$ cat config.mk
export PLATFORM = sky130hd
export DESIGN_NAME = csv_field_tokenizer_unit
export DESIGN_NICKNAME = d
export VERILOG_FILES = /design/src/design/csvtok_pkg.sv /design/src/design/csvtok_core.sv /design/src/design/csvtok_outq.sv /design/src/design/csv_field_tokenizer_unit.sv
export SDC_FILE = /design/constraint.sdc
export NUM_CORES = 1
export LEC_CHECK = 0
export BUFFER_PORTS_ARGS = -buffer_cell sky130_fd_sc_hd__buf_4
export CAP_MARGIN = 25
export CORE_AREA = 4 4 97 81
export DETAILED_ROUTE_END_ITERATION = 16
export DIE_AREA = 0 0 101 85
export GPL_TIMING_DRIVEN = 0
export HOLD_SLACK_MARGIN = 0.08
export PLACE_DENSITY = 0.79
export SLEW_MARGIN = 20
export SYNTH_ARGS = -nofsm -noshare
export SYNTH_HDL_FRONTEND = slang
export SYNTH_HIERARCHICAL = 1
export SYNTH_SLANG_ARGS = --single-unit
$ cat constraint.sdc
create_clock -name clk_i -period 3.3 [get_ports clk_i]
set_input_delay 0.495 -clock clk_i [delete_from_list [all_inputs] [get_ports clk_i]]
set_output_delay 0.495 -clock clk_i [all_outputs]
set_load 0.02 [all_outputs]
$ cat src/design/csvtok_pkg.sv
// Package for the CSV field tokenizer: token codes, byte constants, token types
// and the per-byte tokenizing function. No dependencies.
`default_nettype none

package csvtok_pkg;

  localparam int unsigned ByteW    = 8;
  localparam int unsigned KindW    = 2;
  localparam int unsigned QDepth   = 4;
  localparam int unsigned QPtrW    = $clog2(QDepth);
  localparam int unsigned QCntW    = $clog2(QDepth + 1);

  // token codes
  localparam logic [KindW-1:0] TOK_CONTENT = 2'd0;
  localparam logic [KindW-1:0] TOK_FIELD   = 2'd1;
  localparam logic [KindW-1:0] TOK_RECORD  = 2'd2;

  // input item kinds
  localparam logic KIND_DATA = 1'b0;
  localparam logic KIND_END  = 1'b1;

  // register indexes
  localparam logic REG_SEPARATOR = 1'b0;
  localparam logic REG_QUOTE     = 1'b1;

  localparam logic [ByteW-1:0] CR_BYTE       = 8'h0D;
  localparam logic [ByteW-1:0] LF_BYTE       = 8'h0A;
  localparam logic [ByteW-1:0] SEP_RESET     = 8'd44;
  localparam logic [ByteW-1:0] QUOTE_RESET   = 8'd34;

  typedef struct packed {
    logic [KindW-1:0] kind;
    logic [ByteW-1:0] data;
  } tok_t;

  // up to two tokens from one input item, in order
  typedef struct packed {
    logic [1:0] cnt;
    tok_t       tok0;
    tok_t       tok1;
  } tok_pair_t;

  typedef struct packed {
    logic [KindW-1:0] kind;
    logic [ByteW-1:0] data;
    logic             last;
  } q_entry_t;

  typedef struct packed {
    logic iq;
    logic qp;
    logic emit;
    tok_t tok;
  } take_t;

  // process one byte against the quote state
  function automatic take_t take_byte(input logic iq, input logic qp,
                                      input logic [ByteW-1:0] c,
                                      input logic [ByteW-1:0] sep,
                                      input logic [ByteW-1:0] quo);
    take_t r;
    logic  iq_w;
    r.iq       = iq;
    r.qp       = 1'b0;
    r.emit     = 1'b0;
    r.tok.kind = TOK_CONTENT;
    r.tok.data = c;
    iq_w       = iq & ~qp;
    if (qp && (c == quo)) begin
      // doubled quote gives a literal
      r.emit = 1'b1;
    end else begin
      r.iq = iq_w;
      if (iq_w) begin
        if (c == quo) begin
          r.qp = 1'b1;
        end else begin
          r.emit = 1'b1;
        end
      end else if (c == quo) begin
        r.iq = 1'b1;
      end else if (c == sep) begin
        r.emit     = 1'b1;
        r.tok.kind = TOK_FIELD;
        r.tok.data = '0;
      end else begin
        r.emit = 1'b1;
      end
    end
    return r;
  endfunction

endpackage

`default_nettype wire

$ cat src/design/csvtok_core.sv
// Tokenizer core: configuration registers, quote/line state and the single-pass
// step that turns one input item into up to two tokens. Uses csvtok_pkg.
`default_nettype none

module csvtok_core (
  input  wire logic                          clk_i,
  input  wire logic                          rst_ni,
  input  wire logic                          cfg_we_i,
  input  wire logic                          cfg_index_i,
  input  wire logic [csvtok_pkg::ByteW-1:0]  cfg_data_i,
  input  wire logic                          fire_i,
  input  wire logic                          kind_i,
  input  wire logic [csvtok_pkg::ByteW-1:0]  data_byte_i,
  output csvtok_pkg::tok_pair_t              pair_o
);

  logic [csvtok_pkg::ByteW-1:0] sep_q, quo_q;
  logic iq_q, iq_d, qp_q, qp_d, rp_q, rp_d, lne_q, lne_d;

  csvtok_pkg::take_t t_cr, t_c;
  logic iq_1, qp_1;
  logic e0, e1;
  csvtok_pkg::tok_t tk0, tk1;
  logic line_end;

  // hold configuration
  always_ff @(posedge clk_i or negedge rst_ni) begin
    if (!rst_ni) begin
      sep_q <= csvtok_pkg::SEP_RESET;
      quo_q <= csvtok_pkg::QUOTE_RESET;
    end else if (cfg_we_i) begin
      if (cfg_index_i == csvtok_pkg::REG_SEPARATOR) begin
        sep_q <= cfg_data_i;
      end else begin
        quo_q <= cfg_data_i;
      end
    end
  end

  // step: released carriage return first, then the new byte
  always_comb begin
    line_end = (kind_i == csvtok_pkg::KIND_END) || (data_byte_i == csvtok_pkg::LF_BYTE);
    t_cr = csvtok_pkg::take_byte(iq_q, qp_q, csvtok_pkg::CR_BYTE, sep_q, quo_q);
    iq_1 = rp_q ? t_cr.iq : iq_q;
    qp_1 = rp_q ? t_cr.qp : qp_q;
    t_c  = csvtok_pkg::take_byte(iq_1, qp_1, data_byte_i, sep_q, quo_q);

    iq_d  = iq_q;
    qp_d  = qp_q;
    rp_d  = rp_q;
    lne_d = lne_q;
    e0    = 1'b0;
    e1    = 1'b0;
    tk0   = t_cr.tok;
    tk1   = t_c.tok;
    if (line_end) begin
      // end the line, drop any held carriage return
      iq_d     = 1'b0;
      qp_d     = 1'b0;
      rp_d     = 1'b0;
      lne_d    = 1'b0;
      e0       = lne_q;
      tk0.kind = csvtok_pkg::TOK_RECORD;
      tk0.data = '0;
    end else if (data_byte_i == csvtok_pkg::CR_BYTE) begin
      iq_d  = iq_1;
      qp_d  = qp_1;
      rp_d  = 1'b1;
      lne_d = lne_q | rp_q;
      e0    = rp_q & t_cr.emit;
    end else begin
      iq_d  = t_c.iq;
      qp_d  = t_c.qp;
      rp_d  = 1'b0;
      lne_d = 1'b1;
      e0    = rp_q & t_cr.emit;
      e1    = t_c.emit;
    end

    // pack emitted tokens into the front slots
    pair_o.cnt  = {1'b0, e0} + {1'b0, e1};
    pair_o.tok0 = e0 ? tk0 : tk1;
    pair_o.tok1 = tk1;
  end

  // advance state on each input transfer
  always_ff @(posedge clk_i or negedge rst_ni) begin
    if (!rst_ni) begin
      iq_q  <= 1'b0;
      qp_q  <= 1'b0;
      rp_q  <= 1'b0;
      lne_q <= 1'b0;
    end else if (fire_i) begin
      iq_q  <= iq_d;
      qp_q  <= qp_d;
      rp_q  <= rp_d;
      lne_q <= lne_d;
    end
  end

  // a pending quote only exists inside quotes
  assert property (@(posedge clk_i) disable iff (!rst_ni) qp_q |-> iq_q)
    else $error("quote pending outside quotes");
  // end of input leaves clean line state
  assert property (@(posedge clk_i) disable iff (!rst_ni)
    (fire_i && kind_i == csvtok_pkg::KIND_END) |=> (!iq_q && !qp_q && !rp_q && !lne_q))
    else $error("line state not cleared at end of input");

endmodule

`default_nettype wire

$ cat src/design/csvtok_outq.sv
// Result queue: takes up to two tokens per input transfer, hands out one per
// output transfer and marks the last token of each item. Uses csvtok_pkg.
`default_nettype none

module csvtok_outq (
  input  wire logic                              clk_i,
  input  wire logic                              rst_ni,
  input  wire logic                              push_i,
  input  wire csvtok_pkg::tok_pair_t             pair_i,
  output logic                                   room_o,
  output logic                                   out_valid_o,
  input  wire logic                              out_ready_i,
  output logic [csvtok_pkg::KindW-1:0]           token_kind_o,
  output logic [csvtok_pkg::ByteW-1:0]           content_byte_o,
  output logic                                   last_of_run_o
);

  csvtok_pkg::q_entry_t mem_q [csvtok_pkg::QDepth];
  logic [csvtok_pkg::QPtrW-1:0] wr_q, rd_q, wr_p1;
  logic [csvtok_pkg::QCntW-1:0] cnt_q, cnt_d;
  logic [1:0] push_n;
  logic       pop;

  assign push_n      = push_i ? pair_i.cnt : 2'd0;
  assign pop         = out_valid_o && out_ready_i;
  assign room_o      = cnt_q <= csvtok_pkg::QCntW'(csvtok_pkg::QDepth - 2);
  assign out_valid_o = cnt_q != '0;
  assign wr_p1       = wr_q + 1'b1;
  assign cnt_d       = cnt_q + csvtok_pkg::QCntW'(push_n) - csvtok_pkg::QCntW'(pop);

  assign token_kind_o   = mem_q[rd_q].kind;
  assign content_byte_o = mem_q[rd_q].data;
  assign last_of_run_o  = mem_q[rd_q].last;

  // write emitted tokens
  always_ff @(posedge clk_i) begin
    if (push_n != 2'd0) begin
      mem_q[wr_q] <= '{kind: pair_i.tok0.kind, data: pair_i.tok0.data,
                       last: (pair_i.cnt == 2'd1)};
    end
    if (push_n == 2'd2) begin
      mem_q[wr_p1] <= '{kind: pair_i.tok1.kind, data: pair_i.tok1.data, last: 1'b1};
    end
  end

  // advance pointers and fill count
  always_ff @(posedge clk_i or negedge rst_ni) begin
    if (!rst_ni) begin
      wr_q  <= '0;
      rd_q  <= '0;
      cnt_q <= '0;
    end else begin
      wr_q  <= wr_q + csvtok_pkg::QPtrW'(push_n);
      rd_q  <= rd_q + csvtok_pkg::QPtrW'(pop);
      cnt_q <= cnt_d;
    end
  end

  assert property (@(posedge clk_i) disable iff (!rst_ni)
    cnt_q <= csvtok_pkg::QCntW'(csvtok_pkg::QDepth))
    else $error("result queue overflow");
  assert property (@(posedge clk_i) disable iff (!rst_ni)
    push_i |-> (pair_i.cnt != 2'd3))
    else $error("more than two tokens from one item");
  assert property (@(posedge clk_i) disable iff (!rst_ni)
    (pop && cnt_q == 3'd1 && push_n == 2'd0) |=> !out_valid_o)
    else $error("queue not empty after draining last token");

endmodule

`default_nettype wire

$ cat src/design/csv_field_tokenizer_unit.sv
// Top level of the CSV field tokenizer: tokenizer core plus result queue.
// Depends on csvtok_pkg, csvtok_core and csvtok_outq.
//
//   channel  direction  handshake                  payload
//   in       input      in_valid_i / in_ready_o    kind_i, data_byte_i
//   out      output     out_valid_o / out_ready_i  token_kind_o, content_byte_o, last_of_run_o
//   cfg      input      cfg_valid_i / cfg_ready_o  cfg_index_i, cfg_data_i
//
// One input item per cycle while the result queue has room; each item yields zero,
// one or two tokens, and the output drains one token per cycle while out_ready_i is high.
// Input is taken while the four-entry result queue has room for two tokens.
// Tokens are written into the queue at their input transfer and leave it in order.
// Reset clears quote and line state, empties the queue and restores the
// separator (44) and quote (34) registers. cfg_ready_o is always high.
`default_nettype none

module csv_field_tokenizer_unit (
  input  wire logic                          clk_i,
  input  wire logic                          rst_ni,
  input  wire logic                          cfg_valid_i,
  output logic                               cfg_ready_o,
  input  wire logic                          cfg_index_i,
  input  wire logic [csvtok_pkg::ByteW-1:0]  cfg_data_i,
  input  wire logic                          in_valid_i,
  output logic                               in_ready_o,
  input  wire logic                          kind_i,
  input  wire logic [csvtok_pkg::ByteW-1:0]  data_byte_i,
  output logic                               out_valid_o,
  input  wire logic                          out_ready_i,
  output logic [csvtok_pkg::KindW-1:0]       token_kind_o,
  output logic [csvtok_pkg::ByteW-1:0]       content_byte_o,
  output logic                               last_of_run_o
);

  logic                  fire;
  csvtok_pkg::tok_pair_t pair;

  assign cfg_ready_o = 1'b1;
  assign fire        = in_valid_i && in_ready_o;

  csvtok_core u_core (
    .clk_i       (clk_i),
    .rst_ni      (rst_ni),
    .cfg_we_i    (cfg_valid_i),
    .cfg_index_i (cfg_index_i),
    .cfg_data_i  (cfg_data_i),
    .fire_i      (fire),
    .kind_i      (kind_i),
    .data_byte_i (data_byte_i),
    .pair_o      (pair)
  );

  csvtok_outq u_outq (
    .clk_i          (clk_i),
    .rst_ni         (rst_ni),
    .push_i         (fire),
    .pair_i         (pair),
    .room_o         (in_ready_o),
    .out_valid_o    (out_valid_o),
    .out_ready_i    (out_ready_i),
    .token_kind_o   (token_kind_o),
    .content_byte_o (content_byte_o),
    .last_of_run_o  (last_of_run_o)
  );

endmodule

`default_nettype wire
==> Yosys cells after proc, flatten, opt, wreduce, memory -nomap -nowiden <==
Memories as Yosys holds them, arrays and structs flattened.
Index checks and enable logic that the tools add are counted.
{ "totals": {"register_bits": 27, "mem_bits_rw": 44, "input_bits": 23, "out_inout_bits": 14, "mem_count": 1} }
{ "mem_list": {"columns": ["memory", "depth", "width", "read_ports", "rd_ports_with_merged_regs", "wr", "line", "text"], "rows": [
  ["u_outq.mem_q", 4, 11, 1, 0, 2, "csvtok_outq.sv:18", "csvtok_pkg::q_entry_t mem_q [csvtok_pkg::QDepth];"]
]} }
{ "op_classes": {"addsub": 6, "order_cmp": 1, "n_eq_ne": 8, "muxes": 42, "n_bitwise": 7, "n_reduce_logical": 9} }
{ "ops": {"columns": ["operator", "count"], "rows": [
  ["10-bit two-way mux", 6],
  ["1-bit two-way mux", 29],
  ["11-bit two-way mux", 2],
  ["9-bit two-way mux", 2],
  ["4-bit by 8-bit == test with 1-bit output, first input constant", 2],
  ["8-bit by 4-bit == test with 1-bit output, second input constant", 2],
  ["8-bit == test", 2],
  ["2-bit two-way mux", 3],
  ["1-bit logical AND", 4],
  ["2-bit AND reduction", 2],
  ["3-bit by 2-bit adder with 3-bit output", 1],
  ["1-bit AND", 3],
  ["3-bit by 2-bit <= comparator with 1-bit output, second input constant", 1],
  ["1-bit inverter", 3],
  ["3-bit nonzero test", 1],
  ["3-bit by 1-bit subtractor with 3-bit output", 1],
  ["1-bit by 1-bit adder with 2-bit output", 1],
  ["2-bit by 1-bit adder with 2-bit output", 1],
  ["2-bit by 1-bit adder with 2-bit output, second input constant", 1],
  ["2-bit adder", 1],
  ["2-bit by 1-bit == test with 1-bit output, second input constant", 1],
  ["2-bit == test, second input constant", 1],
  ["2-bit nonzero test", 1],
  ["1-bit logical OR", 1],
  ["1-bit OR", 1]
]} }

==> Logic depth before layout (Yosys ltp) <==
{ "depth": {"word_depth": 16, "depth_mapped": 14, "depth_no_buf": 12} }

==> Hierarchy <==
Netlist, hierarchy kept.
{ "modules_own_cells": {"columns": ["module", "instances", "cells_per_inst", "area_each_um2", "seq_area_each_um2"], "rows": [
  ["csvtok_outq", 1, 168, 2504.9, 1456.4],
  ["csvtok_core", 1, 139, 1417.6, 506.7],
  ["csv_field_tokenizer_unit", 1, 3, 17.5, 0.0]
]} }

==> Worst setup path after synthesis <==
Ideal clock, no wire load.
{ "synth_timing": {"kind": "input -> register", "start": "input port data_byte_i[0] (netlist name)", "end": "register u_outq/cnt_q[2] (netlist name)", "arrival_ns": 2.983, "setup_slack_ns": 0.194, "cell_stages": 14, "n_path_buf": 2, "path_cell_list": "buf_2 > nor4_2 > a41oi_1 > o211ai_1 > and2_1 > buf_4 > inv_1 > ha_1 > nand2_1 > xnor2_1 > ha_1 > fa_1 > xnor2_1 > xnor2_1"} }
{ "synth_rtl": {"columns": ["element", "line", "text"], "rows": [
  ["start: declaration", "csv_field_tokenizer_unit.sv:27", "input wire logic [csvtok_pkg::ByteW-1:0] data_byte_i,"],
  ["end signal: assignment", "csvtok_outq.sv:55", "cnt_q <= cnt_d;"],
  ["end: declaration", "csvtok_outq.sv:20", "logic [csvtok_pkg::QCntW-1:0] cnt_q, cnt_d;"]
]} }

==> results by group <==
Place
  • Gpl congestion: 0.876
  • Hpwl dp: 6.21 mm
  • IO buf count: 31
  • Placed cells: 430
  • Pre-CTS setup slack: -185 ps

Critical path
  • CP Data Arrival Time: 3440 ps
  • Kind of critical path: reg2reg
  • Reg2Reg Setup Slack: 130 ps
  • Delay of the slowest cell on the worst path: 430 ps
  • Max stage delay cell, worst path: dfrtp_1
  • Worst-path cell chain: nor4_4, nand3_2, o211ai_1, and2_1, buf_4, inv_1, ha_2, nand2_1, xnor2_1, ha_1, fa_1, xnor2_1, xnor2_1
  • Critical Path Most Common Cell: xnor2_1
  • WP data required: 3570 ps
  • WP buf/inv: 2
  • Startpoint Class: flip-flop
  • Crit end category: flip-flop
  • Maximum fanout along the worst path: 9
  • Family with the most delay on the worst path: adder cells

Timing
  • Slew Viols, Final: 0
  • Max-slew headroom: 63.5%
  • Final WS setup: 132 ps
  • Final setup fails: 0
  • Final Skew: 8.02 ps
  • RSZ-0062 raised after global routing: yes
  • F_max: 316 MHz
  • Final Hold Vio Count: 0
  • Period utilisation layout: 96.0%
  • Period minus WS final: 3170 ps
  • Worst slew pin tran: 548 ps

Final layout
  • Ant diodes: 0
  • Final #Nets: 389
  • Core Util, Final: 67.1%
  • Area Overhead vs Synth: 15.6%
  • Final Instance Count excl. Fillers: 452
  • Fraction of layout cells with a size suffix above 1: 33.4%
  • Filler cells: 514

Drt
  • Routed WL: 8.44 mm
  • Avg Vias per Cell: 6.01
  • Wire length per cell: 18.7 µm
  • DRT antenna net count: 0
  • DR vias: 2717
  • Iteration-0 DRC Markers: 178
  • First drt pass iteration count: 4
  • DRC violations left: 0

Global route
  • GRT Util Overall: 21.1%
  • Initial antenna violation count: 0
  • Met3 GRT Util: 4.19%
  • Vias in the first global route: 2689
  • Largest net degree at the start of global routing: 28
  • GRT met2 Usage: 34.2%
  • Met1 track demand over resource: 28.8%
  • GRT Residual Overflow: 0
  • First-pass GRT wire length: 14.1 mm
  • GR peak layer: met2

Synthesis
  • Register area share after synthesis: 49.8%
  • Multiplexer area fraction after synthesis: 11.7%
  • Complex-gate fraction of the synthesized area: 14.9%
  • Synth unique cells: 57
  • Post-Synth XOR/XNOR Area: 5.34%
  • Ranking of synthesized cells by area: edfxtp_1 (30%), dfrtp_1 (14%), a22o_1 (8.9%), mux4_2 (6.3%), mux2_2 (4.9%)
  • Syn nets: 338
  • Simple-Gate Fraction of Synth Area: 12.4%
  • Async SR Flop Fraction: 38.0%
  • Synthesized cell area: 3940 µm²
  • Synthesis-stage register bit count: 71
  • Post-synth EDFFs: 40
  • Post-synth top area share: 30.5%
  • Top_reg_cell synth: edfxtp_1
  • Syn_area_per_cell: 12.7 µm²
  • Adder-Cell Fraction of Synth Area: 1.78%
  • Syn. warnings: 6
  • Largest family of logic cells by synthesized area: compound AO/OA/AOI/OAI gates
  • Post-Syn Instances: 310
  • Largest area contributor in the netlist: edfxtp_1

Job
  • Max-cap violations: 0

CTS
  • Worst-path clk slew: 80 ps
  • CTS tree: done
  • H-tree depth: 3
  • CTS sink cnt: 71
  • CTS Root Cell: clkbuf_8
  • CTS buffer count: 9
  • Max Root-Sink Buffers: 2
  • Clk_lat worst skew: 350 ps

Hold path
  • HP Class: in2reg

Pwr
  • Cell Pwr Density: 678 nW/µm²
  • P_leak: 1.75 nW
  • Peak VDD IR: 0.441 mV

Floorplan
  • Core area: 6790 µm²
  • Die height: 85 µm
  • Starting density of the core: 58.0%
  • Die width: 101 µm
  • Die area: 8590 µm²
  • Io pins: 37
  • Site Rows: 27

Run status
  • Status: finished, final reports clean
==> final timing paths <==
| path | cells past startpoint | end | start |
|---|---|---|---|
| min reg2reg | 2 | u_outq/mem_q[1][0] | u_outq/mem_q[1][0] |
| max | 13 | u_outq/cnt_q[2] | u_core/quo_q[7] |
| min | 2 | u_core/sep_q[1] | cfg_data_i[1] |
| max reg2reg | 13 | u_outq/cnt_q[2] | u_core/quo_q[7] |
| min in group asynchronous | 2 | u_outq/cnt_q[2] | rst_ni |
| max in group asynchronous | 2 | u_core/quo_q[5] | rst_ni |
==> worst register-to-register path, cell delays in order, from the launching register on <==
cell,delay [ps]
dfrtp_1,430
nor4_4,340
nand3_2,150
o211ai_1,220
and2_1,150
buf_4,150
inv_1,60
ha_2,400
nand2_1,130
xnor2_1,160
ha_1,220
fa_1,380
xnor2_1,180
xnor2_1,130
==> placed cells by master, fill, tap and decap left out, types with 3 or more instances in the layout <==
master and n:
a21oi_1 8, dfrtp_1 22, edfxtp_1 40, a31oi_1 3, nand4_1 4, and3_1 5, nor2b_1 3, xor2_1 10
inv_1 9, a31o_1 3, nor4_1 3, ha_1 3, dfxtp_1 4, mux4_2 11, o21ai_0 4, nand2_1 14
nor2_1 8, mux2_2 17, buf_2 14, buf_4 43, and2_1 12, dfstp_2 5, clkbuf_8 9, xnor2_1 14
a22o_1 40
==> synth_stat cells, drive strengths merged (3+ instances only) <==
library cell  instances
inv                   9
ha                    4
a31oi                 3
dfxtp                 4
buf                  19
nand4                 5
and3                  5
nor4                  5
nor2b                 3
dfstp                 5
a21oi                 8
xnor2                14
dfrtp                22
o21ai                 7
nand3                 4
mux2                 17
o22ai                 4
nor2                 12
nand2                14
a31o                  3
xor2                 10
edfxtp               40
and2                 12
mux4                 11
a22o                 40
==> per-layer routing <==
| metal | part of all wire (%) | vias to the layer above |
|---|---|---|
| met4 | 1.5 | 0 |
| li1 | - | 1292 |
| met1 | 44 | 1329 |
| met3 | 5.5 | 13 |
| met5 | 0 | - |
| met2 | 49 | 83 |
==> registers in the layout, indices dropped and copies added (netlist names) <==
register and flops:
u_core/iq_q 1, u_outq/cnt_q 3, u_outq/mem_q 44, u_core/quo_q 8
u_outq/wr_q 2, u_core/sep_q 8, u_core/rp_q 1, u_core/qp_q 1
u_core/lne_q 1, u_outq/rd_q 2
==> stage by stage <==
stage	TNS (ps)	power, mW	cell area, µm²	hold WS [ps]
after global placement	-9140	2.39	4280	429
final	0	3.09	4560	388
after CTS	0	3.11	4510	379
after global routing	-34.5	3.28	4560	381
after floorplan	0	2.08	3940	199
after detailed placement	-4870	2.44	4300	433
==> power by group <==
group          total [mW]  switching (mW)  internal [mW]
sequential           1.23           0.107           1.12
combinational        1.20           0.654          0.548
clock               0.661           0.318          0.344
==> area by class of cell <==
type / instances / area, µm² / share of cell area [%]
clock buffer: 9 / 124 / 2.72
timing repair buffer: 40 / 303 / 6.65
clock inverter: 6 / 60.1 / 1.32
tap: 87 / 109 / 2.39
inverter: 9 / 33.8 / 0.742
buffer: 21 / 119 / 2.61
sequential: 71 / 1960 / 43.1
multi-input combinational: 209 / 1840 / 40.5
==> what timing repair did <==
action | in CTS | in global routing
resized for setup | 2 | 2
hold buffers | 1 | 0
hold endpoints to repair | 22 | 0
pin swaps | 1 | 4
setup buffers | 1 | 5
setup endpoints to repair | 15 | 28
==> cell families after synthesis <==
kind of cell    after synthesis
mux                          29
buf+inv                      30
simple gates                 74
xor+xnor                     24
fa+ha+maj                     5
flops                        71
other cells                   2
compound gates               75
No activity file was read; power rests on OpenSTA's default activity.
